<file path="src/rtl/kmeans_lloyd_clustering_top_macros.svh">
// Assertion macros used by the block's top-level RTL file.
`ifndef KMEANS_LLOYD_CLUSTERING_TOP_MACROS_SVH
`define KMEANS_LLOYD_CLUSTERING_TOP_MACROS_SVH

`ifndef SYNTHESIS

`define KLC_ASSERT_IMP(label, clk, rst_n, a, b) \
    label: assert property (@(posedge clk) disable iff (!(rst_n)) (a) |-> (b)) \
        else $error("klc assertion failed");

`define KLC_ASSERT_NXT(label, clk, rst_n, a, b) \
    label: assert property (@(posedge clk) disable iff (!(rst_n)) (a) |=> (b)) \
        else $error("klc assertion failed");

`else

`define KLC_ASSERT_IMP(label, clk, rst_n, a, b)
`define KLC_ASSERT_NXT(label, clk, rst_n, a, b)

`endif

`endif

</file>
<file path="src/rtl/klc_pkg.sv">
package klc_pkg;

    localparam int MAX_POINTS   = 1024;
    localparam int MAX_CLUSTERS = 16;
    localparam int MAX_DIMS     = 128;

    localparam int P_W  = $clog2(MAX_POINTS);
    localparam int C_W  = $clog2(MAX_CLUSTERS);
    localparam int D_W  = $clog2(MAX_DIMS);
    localparam int PT_AW = P_W + D_W;
    localparam int CT_AW = C_W + D_W;
    localparam int PT_DEPTH = MAX_POINTS * MAX_DIMS;
    localparam int CT_DEPTH = MAX_CLUSTERS * MAX_DIMS;

    localparam int VAL_W  = 16;
    localparam int SUM_W  = 32;
    localparam int CNT_W  = 11;
    localparam int DIFF_W = 17;
    localparam int SQR_W  = 34;
    localparam int DIST_W = 40;
    localparam int ROOT_W = 21;
    localparam int SH_W   = 24;

    localparam int K_W    = 5;
    localparam int ND_W   = 8;
    localparam int NP_W   = 11;
    localparam int THR_W  = 16;
    localparam int ITER_W = 8;

    localparam logic [SH_W-1:0] DEATH_SHIFT = SH_W'(100000);

    localparam logic [1:0] CMD_LOAD_PT = 2'd0;
    localparam logic [1:0] CMD_LOAD_CT = 2'd1;
    localparam logic [1:0] CMD_RUN     = 2'd2;
    localparam logic [1:0] CMD_READ    = 2'd3;

    localparam logic [2:0] REG_NUM_CLUSTERS   = 3'd0;
    localparam logic [2:0] REG_NUM_DIMS       = 3'd1;
    localparam logic [2:0] REG_NUM_POINTS     = 3'd2;
    localparam logic [2:0] REG_STOP_THRESHOLD = 3'd3;
    localparam logic [2:0] REG_MAX_ITERATIONS = 3'd4;

    typedef logic signed [VAL_W-1:0] t_val;

endpackage

</file>
<file path="src/rtl/klc_sqrt.sv">
module klc_sqrt (
    input  logic                         i_clk,
    input  logic                         i_rst_n,
    input  logic                         i_start,
    input  logic [klc_pkg::DIST_W-1:0]   i_radicand,
    output logic                         o_done,
    output logic [klc_pkg::ROOT_W-1:0]   o_root
);

    localparam int STEPS  = klc_pkg::DIST_W / 2;
    localparam int STEP_W = $clog2(STEPS);

    logic                         r_busy;
    logic                         r_done;
    logic [STEP_W-1:0]            r_step;
    logic [klc_pkg::DIST_W-1:0]   r_s;
    logic [klc_pkg::DIST_W:0]     r_r;
    logic [klc_pkg::DIST_W-1:0]   r_bit;
    logic [klc_pkg::DIST_W:0]     w_trial;
    logic                         w_ge;
    logic                         w_up;

    always_comb begin
        w_trial = r_r + {1'b0, r_bit};
        w_ge    = {1'b0, r_s} >= w_trial;
        w_up    = {1'b0, r_s} > r_r;
    end

    always_ff @(posedge i_clk) begin
        if (!i_rst_n) begin
            r_busy <= 1'b0;
            r_done <= 1'b0;
            r_step <= '0;
        end else begin
            r_done <= 1'b0;
            if (i_start) begin
                r_busy <= 1'b1;
                r_step <= '0;
            end else if (r_busy) begin
                r_step <= r_step + 1'b1;
                if (r_step == STEP_W'(STEPS - 1)) begin
                    r_busy <= 1'b0;
                    r_done <= 1'b1;
                end
            end
        end
    end

    always_ff @(posedge i_clk) begin
        if (i_start) begin
            r_s   <= i_radicand;
            r_r   <= '0;
            r_bit <= klc_pkg::DIST_W'(1) << (klc_pkg::DIST_W - 2);
        end else if (r_busy) begin
            if (w_ge) begin
                r_s <= r_s - w_trial[klc_pkg::DIST_W-1:0];
                r_r <= (r_r >> 1) + {1'b0, r_bit};
            end else begin
                r_r <= r_r >> 1;
            end
            r_bit <= r_bit >> 2;
        end
    end

    assign o_done = r_done;
    assign o_root = r_r[klc_pkg::ROOT_W-1:0] + klc_pkg::ROOT_W'(w_up);

endmodule

</file>
<file path="config.mk">
export PLATFORM = sky130hd
export DESIGN_NAME = klc_sqrt
export DESIGN_NICKNAME = d
export VERILOG_FILES = /design/src/rtl/kmeans_lloyd_clustering_top_macros.svh /design/src/rtl/klc_pkg.sv /design/src/rtl/klc_sqrt.sv
export SDC_FILE = /design/constraint.sdc
export NUM_CORES = 1
export LEC_CHECK = 0
export ABC_AREA = 1
export BUFFER_PORTS_ARGS = -buffer_cell sky130_fd_sc_hd__buf_2
export CAP_MARGIN = 20
export CORE_MARGIN = 4
export CORE_UTILIZATION = 65
export CTS_BUF_LIST = sky130_fd_sc_hd__clkbuf_8
export DETAILED_ROUTE_END_ITERATION = 10
export PLACE_DENSITY = 0.84
export SLEW_MARGIN = 20
export SYNTH_ARGS = -nofsm -noshare
export SYNTH_HDL_FRONTEND = slang
export SYNTH_SLANG_ARGS = --single-unit
export TNS_END_PERCENT = 30
</file>
<file path="constraint.sdc">
create_clock -name i_clk -period 16 [get_ports i_clk]
set_input_delay 1.6 -clock i_clk [delete_from_list [all_inputs] [get_ports i_clk]]
set_output_delay 1.6 -clock i_clk [all_outputs]
set_load 0.02 [all_outputs]
</file>
==> impl_table.tex <==
\begin{tabular}{lr}
\hline
Metric & Value \\
\hline
\multicolumn{2}{l}{\textbf{Timing}} \\
Achievable clock frequency & 147.0 MHz \\
Setup WS post-layout & 9.196 ns \\
Crit share post-route & 42.53\% \\
Setup repair after global routing missed its margin & no \\
Final Max Slew Viols & 0 \\
Least-Margin Pin Slew & 0.9842 ns \\
Largest clock skew in the final design & 0.02347 ns \\
Final hold violations & 0 \\
Slew margin rel. & 34.39\% \\
Setup TNS Final & 0 ns \\
Final setup violating endpoints & 0 \\
Final min period & 6.804 ns \\
\multicolumn{2}{l}{\textbf{Yosys}} \\
Netlist area before placement & 0.01252 sq mm \\
Synth Instances & 2022 \\
Distinct cell type count of the synthesized netlist & 52 \\
Average cell area after synthesis & 6.193 sq um \\
Post-synthesis net count & 2191 \\
Warnings from Yosys & 0 \\
Number of synthesized flops with an enable pin & 40 \\
Most used flip-flop cell after synthesis & sky130\_fd\_sc\_hd\_\_dfxtp\_1 \\
Sequential fraction of the synthesis area & 20.46\% \\
Number of flip-flops and latches in the synthesized netlist & 108 \\
Share of flip-flops with an asynchronous set or reset & 0\% \\
\multicolumn{2}{l}{\textbf{Critical path}} \\
Data required time of the worst path & 14.40 ns \\
Kind of cell adding the most delay to the critical path & simple AND/OR/NAND/NOR gates \\
Worst Setup Start Kind & flip-flop \\
Crit-path slowest cell & sky130\_fd\_sc\_hd\_\_nor4\_1 \\
Critical path class & reg2out \\
Largest incremental delay on the critical path & 0.69 ns \\
Data arrival, critical path & 5.20 ns \\
FF-to-FF path depth & 23 \\
Startpoint of the most critical register-to-register path & r\_r[4]\$\_SDFFE\_PP0P\_ \\
Worst Path Max Fanout & 9 \\
Setup slack of the worst register-to-register path & 9.92 ns \\
FF-to-FF End & r\_s[17]\$\_DFFE\_PP\_ \\
Worst-path cell chain & inv\_1 > ha\_1 > nand4\_1 > nor4\_1 > inv\_1 > nor4\_1 > nand4\_1 > nand3\_1 > nand2\_1 > inv\_1 > ha\_1 > ha\_1 > nand2\_1 > nor3\_2 > nand2\_1 > nor2\_2 > inv\_2 > nor4\_2 > nand4\_1 > nor3\_2 > xor2\_1 > buf\_2 \\
CP bufs+invs & 5 \\
Capturing element type of the critical path & output pin \\
\multicolumn{2}{l}{\textbf{Placement}} \\
Cell area after placement & 0.01294 sq mm \\
Dpl hpwl & 32.79 mm \\
\# port buffers & 64 \\
Weighted congestion reported at the end of routability-driven placement & 1.054 \\
Post-placement setup slack & 9.835 ns \\
Inst Count DP & 2293 \\
\multicolumn{2}{l}{\textbf{Detailed routing}} \\
WL met1 & 17.06 mm \\
Starting DRT DRC Count & 1634 \\
Routed length on met3 & 4.416 mm \\
Number of detailed-route iterations in the first pass & 6 \\
Length of routed met2 wiring & 18.28 mm \\
Via count & 14080 \\
Post-DR wirelength/cell & 18.21 um \\
Final Routed Wirelength & 42.05 mm \\
Vias/cell & 6.097 \\
Remaining antenna violation count after routing & 0 \\
DR top layer & met4 \\
Post-route DRC & 0 \\
\multicolumn{2}{l}{\textbf{Global routing}} \\
Number of global-route vias before repair & 13080 \\
Remaining global-route overflow & 0 \\
Overall Global Routing Usage & 37.65\% \\
Wire length of the first global-routing pass & 65.69 mm \\
Number of antenna violations at the first check in global routing & 0 \\
Maximum number of pins on one net before global-route repair & 84 \\
\multicolumn{2}{l}{\textbf{Hold path}} \\
Hold-critical path endpoint & r\_step[4]\$\_SDFFE\_PP0P\_ \\
Source of the worst hold timing path & r\_step[4]\$\_SDFFE\_PP0P\_ \\
Type of the most critical hold path & reg2reg \\
Worst Hold Depth & 1 \\
\multicolumn{2}{l}{\textbf{Floorplan}} \\
Site row count & 50 \\
Die width & 146.8 um \\
Area of the core & 0.01883 sq mm \\
Vertical die dimension & 146.8 um \\
I/O pins & 65 \\
Initial cell density of the core & 66.50\% \\
DIE AREA & 0.02155 sq mm \\
\multicolumn{2}{l}{\textbf{Cells and area}} \\
Most common library cell in the layout ignoring fill and taps & sky130\_fd\_sc\_hd\_\_nand2\_1 \\
Commonest cells after routing, fill and taps aside & sky130\_fd\_sc\_hd\_\_nand2\_1, sky130\_fd\_sc\_hd\_\_inv\_1, sky130\_fd\_sc\_hd\_\_nor2\_1, sky130\_fd\_sc\_hd\_\_nand3\_1, sky130\_fd\_sc\_hd\_\_a21oi\_1 \\
Number of diodes added for antenna fixing & 0 \\
Final instance area & 0.01312 sq mm \\
Final Instance Count excl. Fillers & 2309 \\
Share of layout cells above drive strength 1 & 6.198\% \\
Area growth, synth to finish & 4.786\% \\
Number of nets in the layout & 2213 \\
\multicolumn{2}{l}{\textbf{CTS}} \\
Clock root buffer & sky130\_fd\_sc\_hd\_\_clkbuf\_8 \\
Number of buffers inserted during clock tree synthesis & 9 \\
Clock transition at the register clock pins on the worst setup and hold paths after CTS & 0.12 ns \\
Worst-Skew Late Latency & 0.42 ns \\
Level count of the clock H-tree & 3 \\
Number of gates resized after CTS & 0 \\
Number of setup buffers added after CTS & 0 \\
Buffer levels on the longest clock path & 2 \\
Count of clock tree sinks & 108 \\
TritonCTS clock tree & built \\
Number of buffers inserted by hold repair at cts & 0 \\
\multicolumn{2}{l}{\textbf{Pwr}} \\
Power density over the cells & 182.0 mW/mm\^{}2 \\
Overall power consumption & 2.389 mW \\
Maximum ir drop on the vdd rail & 147.2 uV \\
Leakage component of the power & 5.904 nW \\
\multicolumn{2}{l}{\textbf{Job}} \\
Max-Cap Viols & 0 \\
\multicolumn{2}{l}{\textbf{Outcome}} \\
Outcome & completed \\
\hline
\end{tabular}
synth_stat cells (all sizes together), types with 5 or more instances:
master  number  area (sq um)
nand3      179         923.4
dfxtp       68          1361
a21o         7         52.55
xor2        71         621.9
nor3        35         185.2
nand4       36         225.2
a21oi      166         830.8
inv        277          1040
nor2       209         805.8
a31oi       14         87.58
nand2      500          1892
o21ai      137         693.2
o211ai       7         52.55
a211oi       5         37.54
o21bai      11         82.58
xnor2       20         175.2
nor4        11         75.07
clkbuf      32         121.4
buf         26         158.9
or2         19         118.9
ha         125          1564
edfxtp      40          1201
cell families (layout without fill, tap and decap cells):
group | after synthesis | count (layout) | synth area share [%]
AO/OA/AOI/OAI | 365 | 365 | 15.81
adder cells (fa/ha/maj) | 126 | 126 | 12.65
buffers and inverters | 337 | 364 | 10.60
AND/OR/NAND/NOR | 995 | 995 | 34.11
flip-flops | 108 | 108 | 20.46
XOR/XNOR | 91 | 91 | 6.365
final cells by class:
cell class | instances | area (sq um)
sequential | 108 | 2564
timing repair buffer | 69 | 357.8
fill | 1765 | 5709
clock buffer | 9 | 123.9
tap | 260 | 325.3
inverter | 279 | 1047
clock inverter | 7 | 60.06
multi-input combinational | 1577 | 8643
sequential cells by signal (all words and copies together), names as in the netlist:
register / count
r_r: 41
o_done: 1
r_step: 5
r_s: 40
r_bit: 20
r_busy: 1
metrics by stage:
step	hold slack (ns)	utilization, %
CTS	0.4671	69.68
global route	0.4999	69.68
floorplan	0.4221	-
global placement	0.4378	68.70
detailed placement	0.4482	68.70
finish	0.4703	69.68
routing by layer:
layer / vias up / track usage [%]
met5: - / 0
met4: 0 / 18.30
met3: 156 / 5.614
met2: 838 / 60.08
met1: 6359 / 50.02
li1: 6724 / -
power breakdown:
group	internal (mW)	switching, mW
logic	0.562	1.13
registers	0.394	0.124
clock network	0.0597	0.115
worst max-delay path by stage:
stage                                       from               end  slack (ns)  cells after the start
after floorplan           r_bit[12]$_SDFFE_PP0P_  r_s[0]$_DFFE_PP_        9.34                     23
after global placement      r_r[38]$_SDFFE_PP0P_        o_root[20]       10.01                     22
after detailed placement    r_r[38]$_SDFFE_PP0P_        o_root[20]        9.83                     22
after CTS                   r_r[38]$_SDFFE_PP0P_        o_root[20]        9.38                     22
after global routing        r_r[36]$_SDFFE_PP0P_        o_root[20]        8.87                     22
final                       r_r[38]$_SDFFE_PP0P_        o_root[20]        9.20                     22
(Power assumes the default switching activity.)
