==> config.mk <==
export PLATFORM = sky130hd
export DESIGN_NAME = klc_div
export DESIGN_NICKNAME = d
export VERILOG_FILES = /design/src/rtl/kmeans_lloyd_clustering_top_macros.svh /design/src/rtl/klc_pkg.sv /design/src/rtl/klc_div.sv
export SDC_FILE = /design/constraint.sdc
export NUM_CORES = 1
export LEC_CHECK = 0
export BUFFER_PORTS_ARGS = -buffer_cell sky130_fd_sc_hd__buf_4
export CELL_PAD_IN_SITES_DETAIL_PLACEMENT = 1
export CELL_PAD_IN_SITES_GLOBAL_PLACEMENT = 1
export CORE_UTILIZATION = 39
export CTS_CLUSTER_SIZE = 25
export DETAILED_ROUTE_END_ITERATION = 8
export GPL_TIMING_DRIVEN = 0
export HOLD_SLACK_MARGIN = 0.05
export PLACE_DENSITY_LB_ADDON = 0.1
export SYNTH_ARGS = -nofsm -noshare
export SYNTH_HDL_FRONTEND = slang
export SYNTH_SLANG_ARGS = --single-unit
==> constraint.sdc <==
create_clock -name i_clk -period 2.77 [get_ports i_clk]
set_input_delay 0.554 -clock i_clk [delete_from_list [all_inputs] [get_ports i_clk]]
set_output_delay 0.554 -clock i_clk [all_outputs]
set_load 0.01 [all_outputs]
==> src/rtl/kmeans_lloyd_clustering_top_macros.svh <==
// Assertion macros used by the block's top-level RTL file.
`ifndef KMEANS_LLOYD_CLUSTERING_TOP_MACROS_SVH
`define KMEANS_LLOYD_CLUSTERING_TOP_MACROS_SVH

`ifndef SYNTHESIS

`define KLC_ASSERT_IMP(label, clk, rst_n, a, b) \
    label: assert property (@(posedge clk) disable iff (!(rst_n)) (a) |-> (b)) \
        else $error("klc assertion failed");

`define KLC_ASSERT_NXT(label, clk, rst_n, a, b) \
    label: assert property (@(posedge clk) disable iff (!(rst_n)) (a) |=> (b)) \
        else $error("klc assertion failed");

`else

`define KLC_ASSERT_IMP(label, clk, rst_n, a, b)
`define KLC_ASSERT_NXT(label, clk, rst_n, a, b)

`endif

`endif

==> src/rtl/klc_pkg.sv <==
package klc_pkg;

    localparam int MAX_POINTS   = 1024;
    localparam int MAX_CLUSTERS = 16;
    localparam int MAX_DIMS     = 128;

    localparam int P_W  = $clog2(MAX_POINTS);
    localparam int C_W  = $clog2(MAX_CLUSTERS);
    localparam int D_W  = $clog2(MAX_DIMS);
    localparam int PT_AW = P_W + D_W;
    localparam int CT_AW = C_W + D_W;
    localparam int PT_DEPTH = MAX_POINTS * MAX_DIMS;
    localparam int CT_DEPTH = MAX_CLUSTERS * MAX_DIMS;

    localparam int VAL_W  = 16;
    localparam int SUM_W  = 32;
    localparam int CNT_W  = 11;
    localparam int DIFF_W = 17;
    localparam int SQR_W  = 34;
    localparam int DIST_W = 40;
    localparam int ROOT_W = 21;
    localparam int SH_W   = 24;

    localparam int K_W    = 5;
    localparam int ND_W   = 8;
    localparam int NP_W   = 11;
    localparam int THR_W  = 16;
    localparam int ITER_W = 8;

    localparam logic [SH_W-1:0] DEATH_SHIFT = SH_W'(100000);

    localparam logic [1:0] CMD_LOAD_PT = 2'd0;
    localparam logic [1:0] CMD_LOAD_CT = 2'd1;
    localparam logic [1:0] CMD_RUN     = 2'd2;
    localparam logic [1:0] CMD_READ    = 2'd3;

    localparam logic [2:0] REG_NUM_CLUSTERS   = 3'd0;
    localparam logic [2:0] REG_NUM_DIMS       = 3'd1;
    localparam logic [2:0] REG_NUM_POINTS     = 3'd2;
    localparam logic [2:0] REG_STOP_THRESHOLD = 3'd3;
    localparam logic [2:0] REG_MAX_ITERATIONS = 3'd4;

    typedef logic signed [VAL_W-1:0] t_val;

endpackage

==> src/rtl/klc_div.sv <==
module klc_div (
    input  logic                               i_clk,
    input  logic                               i_rst_n,
    input  logic                               i_start,
    input  logic signed [klc_pkg::SUM_W-1:0]   i_dividend,
    input  logic [klc_pkg::CNT_W-1:0]          i_divisor,
    output logic                               o_done,
    output klc_pkg::t_val                      o_quot
);

    localparam int STEP_W = $clog2(klc_pkg::SUM_W);

    logic                        r_busy;
    logic                        r_done;
    logic [STEP_W-1:0]           r_step;
    logic                        r_neg;
    logic [klc_pkg::SUM_W-1:0]   r_num;
    logic [klc_pkg::CNT_W-1:0]   r_rem;
    logic [klc_pkg::CNT_W-1:0]   r_den;
    logic [klc_pkg::CNT_W:0]     w_trial;
    logic                        w_ge;
    logic [klc_pkg::CNT_W:0]     w_rem;
    logic [klc_pkg::VAL_W-1:0]   w_mag;

    always_comb begin
        w_trial = {r_rem, r_num[klc_pkg::SUM_W-1]};
        w_ge    = w_trial >= {1'b0, r_den};
        w_rem   = w_ge ? (w_trial - {1'b0, r_den}) : w_trial;
        w_mag   = r_num[klc_pkg::VAL_W-1:0];
    end

    always_ff @(posedge i_clk) begin
        if (!i_rst_n) begin
            r_busy <= 1'b0;
            r_done <= 1'b0;
            r_step <= '0;
        end else begin
            r_done <= 1'b0;
            if (i_start) begin
                r_busy <= 1'b1;
                r_step <= '0;
            end else if (r_busy) begin
                r_step <= r_step + 1'b1;
                if (r_step == STEP_W'(klc_pkg::SUM_W - 1)) begin
                    r_busy <= 1'b0;
                    r_done <= 1'b1;
                end
            end
        end
    end

    always_ff @(posedge i_clk) begin
        if (i_start) begin
            r_neg <= i_dividend[klc_pkg::SUM_W-1];
            r_num <= i_dividend[klc_pkg::SUM_W-1] ? (~i_dividend + 1'b1) : i_dividend;
            r_rem <= '0;
            r_den <= i_divisor;
        end else if (r_busy) begin
            r_num <= {r_num[klc_pkg::SUM_W-2:0], w_ge};
            r_rem <= w_rem[klc_pkg::CNT_W-1:0];
        end
    end

    assign o_done = r_done;
    assign o_quot = r_neg ? klc_pkg::t_val'(~w_mag + 1'b1) : klc_pkg::t_val'(w_mag);

endmodule

==> summary.md, run 1 <==
| Metric | Value |
|---|---|
| Status | finished, final reports clean |
| Core ar. | 9730 sq um |
| Req. time, crit path | 2.84 ns |
| Max cap viols | 0 |
| Drt pass-1 iters | 4 |
| DRT Wirelength | 9.87 mm |
| Filler instances | 1164 |
| Clk_lat worst skew | 0.34 ns |
| Synth Register Bits | 62 |
| R2r setup slk | 0.18 ns |
| Ys Warns | 0 |
| Headroom to the max-slew limit | 16.0% |
| Nets | 546 |
| Crit path cell chain | buf_4, inv_2, ha_2, or3b_4, or4_4, or3_4, o41a_1, xnor2_1, a21oi_1 |
| Tot GR Track Use | 20.3% |
| Share of cells above drive strength 1 | 20.0% |
| CTS tree | done |
| Layout Skew | 0.0129 ns |
| Fin crit share | 96.2% |
| Crit Path Category | input port to flip-flop |
| Initial core utilization | 40.2% |
| Worst setup EP type | flip-flop |
| Post-synthesis xor/xnor area fraction | 12.3% |
| Area leader, netlist | edfxtp_1 |
| PwrDens | 531 nW/um^2 |
| DIE HEIGHT | 102 microns |
| Syn_nets | 473 |
| Fmax | 375 MHz |
| FP Rows | 36 |
| Postcts setup bufs | 0 |
| Final ANT Viol Nets | 0 |
| Synth Area in Simple Gates | 17.8% |
| Fin. Hold Viols | 0 |
| First-pass GRT wire length | 16.1 mm |
| Gp weighted congestion | 0.790 |
| HPWL Detailed | 7.49 mm |
| Crit-path max FO | 4 |
| Fin util | 49.1% |
| Setup-failing EPs final | 0 |
| H-Tree Depth | 3 |
| Synth cell types | 57 |
| Initial antenna violation count | 0 |
| Asr flop ratio synth | 0% |
| Vias per cell | 5.25 |
| Worst-Margin Slew | 1.26 ns |
| Die X-Extent | 102 microns |
| Vias after detailed routing | 3267 |
| Remaining Overflow, GRT | 0 |
| Count of final max-slew check failures | 0 |
| Clock Root Buffer | clkbuf_8 |
| Main combinational cell family by area after synthesis | simple AND/OR/NAND/NOR gates |
| Compound-Gate Fraction of Synth Area | 14.7% |
| # port buffers | 62 |
| CTS buffer count | 9 |
| Leak | 1.91 nW |
| Startpoint types | input port |
| CP max stage cell | or4_4 |
| Multiplexer share of the synthesized area | 2.94% |
| 1st-iter DRT viols | 72 |
| Min-Delay Path Class | input port to flip-flop |
| Area growth, synth to finish | 22.1% |
| Synth Instances | 411 |
| Placed Cells | 606 |
| Synth top area share | 33.8% |
| Ys flop type | edfxtp_1 |
| Largest net degree at the start of global routing | 33 |
| Clock sink count | 62 |
| Slowest Stage Delay on Critical Path | 0.52 ns |
| Non-Filler Instances | 622 |
| Top post-synthesis cells by area | edfxtp_1 (34%), dfxtp_1 (9.2%), xor2_1 (6.5%) |
| Mean post-synth cell area | 9.52 sq um |
| Setup TNS | 0 ns |
| Fraction of the yosys area taken by sequential cells | 43.0% |
| CP arrival | 2.73 ns |
| I/O pins | 63 |
| Die area | 10400 sq um |
| Mapped cell area | 3910 sq um |
| IR drop worst, VDD | 0.223 mV |
| Post-synth EDFFs | 44 |
| Adder-cell area share of the yosys netlist | 5.31% |
| RSZ-0062 raised after global routing | false |
| Clock Path Buffers | 2 |
| Vias in the first global route | 3288 |
| CTS clock-pin slew for the worst setup and hold paths | 0.08 ns |
| Count of inserted antenna diode cells | 0 |
| Period minus WS final | 2.66 ns |
| Post-DR wirelength/cell | 15.9 microns |
| Drt drc | 0 |
## routing by layer
metal | global-route usage, % | share of wire [%] | vias up
met5 | 0 | 0 | -
met4 | 6.15 | 0.95 | 0
met3 | 3.83 | 3.2 | 7
met2 | 34.0 | 47 | 41
met1 | 26.6 | 49 | 1594
li1 | - | - | 1625
## timing repair
action / in CTS / in global routing
hold buffers: 0 / 0
endpoints found under the hold margin: 0 / 0
setup endpoints to repair: 3 / 11
resized for setup: 1 / 5
pin swaps: 0 / 1
## state kept, by name, summed over array words and instances (netlist names)
register and cells:
r_num 32, r_busy 1, r_den 11, r_step 5, r_neg 1, r_rem 11, o_done 1
## metrics by stage
| stage | worst slack [ns] | instance area, sq um | hold slack (ns) | power [mW] |
|---|---|---|---|---|
| global placement | -0.262 | 4550 | 0.474 | 1.72 |
| global route | 0.00284 | 4780 | 0.365 | 2.68 |
| detailed placement | -0.266 | 4550 | 0.468 | 1.74 |
| CTS | 0.0634 | 4760 | 0.377 | 2.56 |
| floorplan | -0.0198 | 3910 | 0.445 | 1.50 |
| finish | 0.105 | 4780 | 0.385 | 2.54 |
## synthesized netlist by cell type, drive strengths merged (4+ instances only)
| library cell | n |
|---|---|
| nor4 | 5 |
| a21oi | 32 |
| nor2b | 7 |
| or3 | 5 |
| nor2 | 48 |
| o31ai | 11 |
| nand2 | 25 |
| clkbuf | 15 |
| xnor2 | 26 |
| nand4 | 4 |
| o21ai | 18 |
| o41ai | 6 |
| mux2i | 7 |
| edfxtp | 44 |
| dfxtp | 18 |
| ha | 15 |
| mux2 | 4 |
| or2 | 5 |
| or4 | 5 |
| inv | 22 |
| nand2b | 7 |
| nor3 | 6 |
| xor2 | 29 |
| nand3 | 13 |
## layout make-up
| cell class | instances | area, sq um | area share [%] |
|---|---|---|---|
| plain buffers | 18 | 72.6 | 1.52 |
| flip-flops and latches | 62 | 1680 | 35.2 |
| well taps | 133 | 166 | 3.48 |
| repair buffers | 62 | 465 | 9.74 |
| clock inverters | 2 | 10.0 | 0.210 |
| clock buffers | 14 | 195 | 4.09 |
| multi-input cells | 309 | 2100 | 44.0 |
| inverters | 22 | 82.6 | 1.73 |
## critical path, delay by kind of cell
family / cells / cell delay (ns)
buffers and inverters: 2 / 0.17
xor gates and xnor gates: 1 / 0.14
and+or+nand+nor: 3 / 1.28
AOI/OAI and AO/OA: 2 / 0.41
adders and majority gates: 1 / 0.17
## cells by family after synthesis
logic type	after synthesis
xor+xnor	55
flops	62
buf+inv	40
simple gates	138
mux	11
compound gates	89
fa+ha+maj	16
## layout by cell type (no fill, tap or decap), drive strengths merged, types with 6 or more instances in the layout
cell     n
a21oi   32
buf     65
clkbuf  29
dfxtp   18
edfxtp  44
ha      15
inv     22
mux2i    7
nand2   25
nand2b   7
nand3   13
nor2    48
nor2b    7
nor3     6
o21ai   18
o31ai   11
o41ai    6
xnor2   26
xor2    29
## worst paths after layout
check,start,end,depth (start not counted)
worst max-delay path,i_dividend[0],r_num[20],9
worst min-delay path,i_divisor[9],r_den[9],1
worst max register to register,r_den[7],r_rem[2],10
worst min register to register,r_rem[2],r_rem[2],2
## power breakdown
part	switching, mW	internal [mW]
registers	0.0617	1.09
logic	0.298	0.269
clock network	0.362	0.457
No activity file was read; power rests on OpenSTA's default activity.
==> inputs of run 2 (changes only) <==
--- a/config.mk
+++ b/config.mk
@@ -8,6 +8,7 @@
 export BUFFER_PORTS_ARGS = -buffer_cell sky130_fd_sc_hd__buf_4
 export CELL_PAD_IN_SITES_DETAIL_PLACEMENT = 1
 export CELL_PAD_IN_SITES_GLOBAL_PLACEMENT = 1
+export CORE_ASPECT_RATIO = 0.8
 export CORE_UTILIZATION = 39
 export CTS_CLUSTER_SIZE = 25
 export DETAILED_ROUTE_END_ITERATION = 8
==> summary.md, run 2 (synthesis results as in run 1) <==
| Metric | Value |
|---|---|
| Post-DR wirelength/cell | 17.3 microns |
| Vias in the first global route | 3328 |
| Commonest non-fill, non-tap cell in the layout | buf_4 |
| DRT Wirelength | 10.8 mm |
| GR Util met3 | 6.01% |
| Worst slack at placement | -0.332 ns |
| Non-Filler Instances | 625 |
| HP Start | i_divisor[1] |
| End of the worst hold path | r_den[1] |
| Setup-failing EPs final | 0 |
| R2r setup slk | 0.18 ns |
| Filler instances | 1153 |
| CTS tree | done |
| Period minus WS final | 2.68 ns |
| Tot GR Track Use | 21.7% |
| CTS clock-pin slew for the worst setup and hold paths | 0.06 ns |
| Fmax | 373 MHz |
| Initial antenna violation count | 0 |
| Status | finished, final reports clean |
| Gp weighted congestion | 0.819 |
| Top reg by flops | r_num |
| Core ar. | 9690 sq um |
| Most frequent cells in the layout | buf_4 (63), nor2_1 (48), edfxtp_1 (44) |
| Worst-Margin Slew | 1.29 ns |
| Die area | 10400 sq um |
| Gr busiest metal | met2 |
| 1st-iter DRT viols | 109 |
| Nets | 546 |
| Max cap viols | 0 |
| Setup WS post-layout | 0.0858 ns |
| Largest net degree at the start of global routing | 33 |
| Final ANT Viol Nets | 0 |
| Largest regs | r_num (32), r_den (11), r_rem (11) |
| IR drop worst, VDD | 0.429 mV |
| Req. time, crit path | 2.83 ns |
| Count of inserted antenna diode cells | 0 |
| First-pass GRT wire length | 17.1 mm |
| Worst reg2reg path endpoint | r_rem[0] |
| Max reg flops | 32 |
| # port buffers | 62 |
| DIE HEIGHT | 91.6 microns |
| Area growth, synth to finish | 25.0% |
| Drt pass-1 iters | 4 |
| Headroom to the max-slew limit | 13.8% |
| R2R cell count | 8 |
| Global Route met1 Usage | 29.0% |
| Die X-Extent | 114 microns |
| Clock sink count | 62 |
| Initial core utilization | 40.4% |
| HPWL Detailed | 7.93 mm |
| Hold Slack | 0.379 ns |
| Placed Cells | 609 |
| Startpoint types | input port |
| I/O pins | 63 |
| Met2 Usage GRT | 34.8% |
| Sequential Area | 1680 sq um |
| FP Rows | 32 |
| Hold depth | 1 |
| FF-to-FF Start | r_rem[6] |
| CP arrival | 2.75 ns |
| Share of cells above drive strength 1 | 21.1% |
| Clock Path Buffers | 2 |
| Vias after detailed routing | 3321 |
| Clock Root Buffer | clkbuf_16 |
| Vias per cell | 5.31 |
| Crit-path max FO | 4 |
| Count of final max-slew check failures | 0 |
| H-Tree Depth | 3 |
| Remaining Overflow, GRT | 0 |
| Fin crit share | 96.9% |
| PwrDens | 590 nW/um^2 |
| Min-Delay Path Class | input port to flip-flop |
| Area of the multi-input gates | 2120 sq um |
| CTS buffer count | 9 |
| Layout Skew | 0.00856 ns |
| Drt drc | 0 |
| Leak | 1.95 nW |
| Clk_lat worst skew | 0.35 ns |
| Worst setup EP type | flip-flop |
| Crit Path Category | input port to flip-flop |
| Fin. Hold Viols | 0 |
[run 2: cell types whose count changed in the layout (fill, tap and decap cells not counted), moves of 2 or more]
cell and change:
clkbuf_1 -2, clkbuf_16 +7, clkbuf_8 -10, clkinv_4 +2
[run 2: how the worst max path moves through the flow]
stage,startpoint,end,slack [ns]
3_5_place_dp,i_dividend[0],r_num[20],-0.33
2_1_floorplan,i_dividend[0],r_num[20],-0.02
3_3_place_gp,i_dividend[0],r_num[20],-0.29
6_report,i_dividend[0],r_num[20],0.09
5_1_grt,r_num[0],o_quot[12],-0.02
4_1_cts,r_num[6],o_quot[15],0.01
[run 2: final cells by class]
type                            instances  share of cell area, %
Multi-Input combinational cell        309                   43.4
Sequential cell                        62                   34.4
Timing Repair Buffer                   62                   9.51
Clock buffer                            9                   4.60
Tap cell                              136                   3.48
Inverter                               22                   1.69
Clock inverter                          7                   1.51
Buffer                                 18                   1.48
[run 2: timing repair]
action / in CTS / in global routing
pin swaps: 0 / 1
setup buffers: 0 / 0
cloned: 0 / 0
resized for setup: 1 / 9
endpoints found under the setup margin: 2 / 11
hold buffers: 0 / 0
[run 2: through the flow]
step                instance area [sq um]  power, mW  setup TNS [ns]  util (%)
finish                               4890       2.89               0      50.5
global route                         4890       3.01         -0.0197      50.5
CTS                                  4850       2.90               0      50.1
detailed placement                   4550       1.75           -1.64      47.0
global placement                     4550       1.73           -1.12      47.0
floorplan                            3910       1.50         -0.0198         -
[run 2: power breakdown]
part / total (mW) / internal [mW] / switching (mW) / leakage [nW]
sequential: 1.16 / 1.09 / 0.0630 / 0.580
combinational: 0.583 / 0.271 / 0.312 / 1.22
clock: 1.15 / 0.699 / 0.449 / 0.146
[run 2: critical path, stage by stage]
cell and delay [ns]:
buf_4 0.13, inv_2 0.07, ha_4 0.13, or3b_4 0.39
or4_4 0.54, or3_4 0.37, o41a_1 0.34, xnor2_1 0.14
a21oi_1 0.09
[run 2: layer usage]
| layer | up-vias | share of wire [%] |
|---|---|---|
| met1 | 1630 | 48 |
| met5 | - | 0 |
| met3 | 10 | 4.0 |
| li1 | 1623 | - |
| met2 | 58 | 47 |
| met4 | 0 | 0.95 |
==> inputs of run 3 (changes only) <==
--- a/config.mk
+++ b/config.mk
@@ -6,15 +6,12 @@
 export NUM_CORES = 1
 export LEC_CHECK = 0
 export BUFFER_PORTS_ARGS = -buffer_cell sky130_fd_sc_hd__buf_4
-export CELL_PAD_IN_SITES_DETAIL_PLACEMENT = 1
-export CELL_PAD_IN_SITES_GLOBAL_PLACEMENT = 1
 export CORE_ASPECT_RATIO = 0.8
-export CORE_UTILIZATION = 39
+export CORE_UTILIZATION = 40
 export CTS_CLUSTER_SIZE = 25
 export DETAILED_ROUTE_END_ITERATION = 8
 export GPL_TIMING_DRIVEN = 0
 export HOLD_SLACK_MARGIN = 0.05
-export PLACE_DENSITY_LB_ADDON = 0.1
 export SYNTH_ARGS = -nofsm -noshare
 export SYNTH_HDL_FRONTEND = slang
 export SYNTH_SLANG_ARGS = --single-unit
==> summary.md, run 3 (synthesis results as in run 1) <==
| Metric | Value |
|---|---|
| CP arrival | 2.76 ns |
| CTS buffer count | 9 |
| Placed Cells | 588 |
| Clock sink count | 62 |
| Min-Delay Path Class | input port to flip-flop |
| Nets | 546 |
| Fin. Hold Viols | 0 |
| Core ar. | 9270 sq um |
| Max cap viols | 0 |
| R2R cell count | 8 |
| Die area | 10200 sq um |
| IR drop worst, VDD | 0.352 mV |
| Initial core utilization | 42.2% |
| Final ANT Viol Nets | 0 |
| Headroom to the max-slew limit | 16.4% |
| Share of cells above drive strength 1 | 19.0% |
| Die X-Extent | 113 microns |
| Count of inserted antenna diode cells | 0 |
| Area of placed instances | 4520 sq um |
| DRT Wirelength | 8.92 mm |
| Post-DR wirelength/cell | 14.8 microns |
| Status | finished, final reports clean |
| Setup-failing EPs final | 0 |
| Crit Path Category | input port to flip-flop |
| Post-route cell area | 4850 sq um |
| Leak | 1.95 nW |
| Largest net degree at the start of global routing | 33 |
| Clock Path Buffers | 2 |
| Fmax | 368 MHz |
| Gp weighted congestion | 0.831 |
| Crit-path max FO | 4 |
| 1st-iter DRT viols | 174 |
| First-pass GRT wire length | 14.7 mm |
| H-Tree Depth | 3 |
| Area growth, synth to finish | 24.0% |
| Req. time, crit path | 2.81 ns |
| Hold Slack | 0.405 ns |
| Tot GR Track Use | 18.4% |
| Vias in the first global route | 2978 |
| CTS tree | done |
| Drt pass-1 iters | 4 |
| Period minus WS final | 2.72 ns |
| I/O pins | 63 |
| DIE HEIGHT | 90.5 microns |
| HPWL Detailed | 6.75 mm |
| Fin crit share | 98.2% |
| RSZ-0062 raised after global routing | true |
| Vias per cell | 5.28 |
| Worst setup EP type | flip-flop |
| Top reg by flops | r_num |
| Commonest non-fill, non-tap cell in the layout | buf_4 |
| Clock Root Buffer | clkbuf_16 |
| Initial antenna violation count | 0 |
| Setup WS post-layout | 0.0504 ns |
| CTS clock-pin slew for the worst setup and hold paths | 0.05 ns |
| PwrDens | 593 nW/um^2 |
| Worst-Margin Slew | 1.25 ns |
| Hold_buf cts | 0 |
| Clk_lat worst skew | 0.33 ns |
| Worst slack at placement | -0.291 ns |
| Non-Filler Instances | 604 |
| Count of final max-slew check failures | 0 |
| FP Rows | 31 |
| Hold depth | 1 |
| # port buffers | 62 |
| Startpoint types | input port |
| Largest regs | r_num (32), r_den (11), r_rem (11) |
| Layout Skew | 0.00815 ns |
| Drt drc | 0 |
| Remaining Overflow, GRT | 0 |
| Most frequent cells in the layout | buf_4 (63), nor2_1 (48), edfxtp_1 (44) |
| Max reg flops | 32 |
| Vias after detailed routing | 3190 |
| Setup TNS | 0 ns |
## run 3: changes by cell type in the layout (fill, tap and decap cells not counted), moves of 2 or more
cell,before,now
inv_2,2,0
clkinv_1,0,3
inv_1,20,22
nor4_2,3,1
clkinv_4,2,0
## run 3: critical path: stages
cell and delay, ns:
buf_4 0.12, inv_1 0.07, ha_1 0.15, or3b_4 0.40, or4_4 0.52, or3_4 0.37
o41a_1 0.33, xnor2_1 0.14, a21oi_1 0.09
## run 3: worst paths after layout
path / start / endpoint / slack [ns]
worst max-delay path: i_dividend[0] / r_num[20] / 0.05
worst min-delay path: i_divisor[9] / r_den[9] / 0.41
worst max register to register: r_rem[6] / r_rem[0] / 0.21
worst min register to register: r_rem[2] / r_rem[2] / 0.48
## run 3: area by class of cell
class / instances / area, sq um
inverter: 22 / 82.6
multi-input combinational: 309 / 2100
timing repair buffer: 62 / 465
fill: 865 / 4420
tap: 115 / 144
sequential: 62 / 1680
clock inverter: 6 / 76.3
buffer: 18 / 72.6
clock buffer: 10 / 229
## run 3: routing by layer
metal | GRT usage (%) | vias up | wire, microns
li1 | - | 1631 | -
met1 | 26.4 | 1496 | 4600
met2 | 28.3 | 54 | 3930
met3 | 3.29 | 9 | 318
met4 | 5.11 | 0 | 78
met5 | 0 | - | 0
## run 3: report_power, final
part	internal, mW	switching, mW	leakage (nW)	total [mW]
clock	0.776	0.390	0.149	1.17
sequential	1.09	0.0615	0.580	1.16
combinational	0.269	0.291	1.23	0.560
## run 3: repair_timing
action,in CTS,in global routing
gates resized for setup,0,4
setup endpoints to repair,0,15
endpoints found under the hold margin,0,0
setup buffers,0,0
## run 3: per-stage QoR
step           utilization (%)  power, mW
2_1_floorplan                -       1.50
3_3_place_gp              48.8       1.72
3_5_place_dp              48.8       1.73
4_1_cts                   52.1       2.90
5_1_grt                   52.4       3.02
6_report                  52.4       2.88
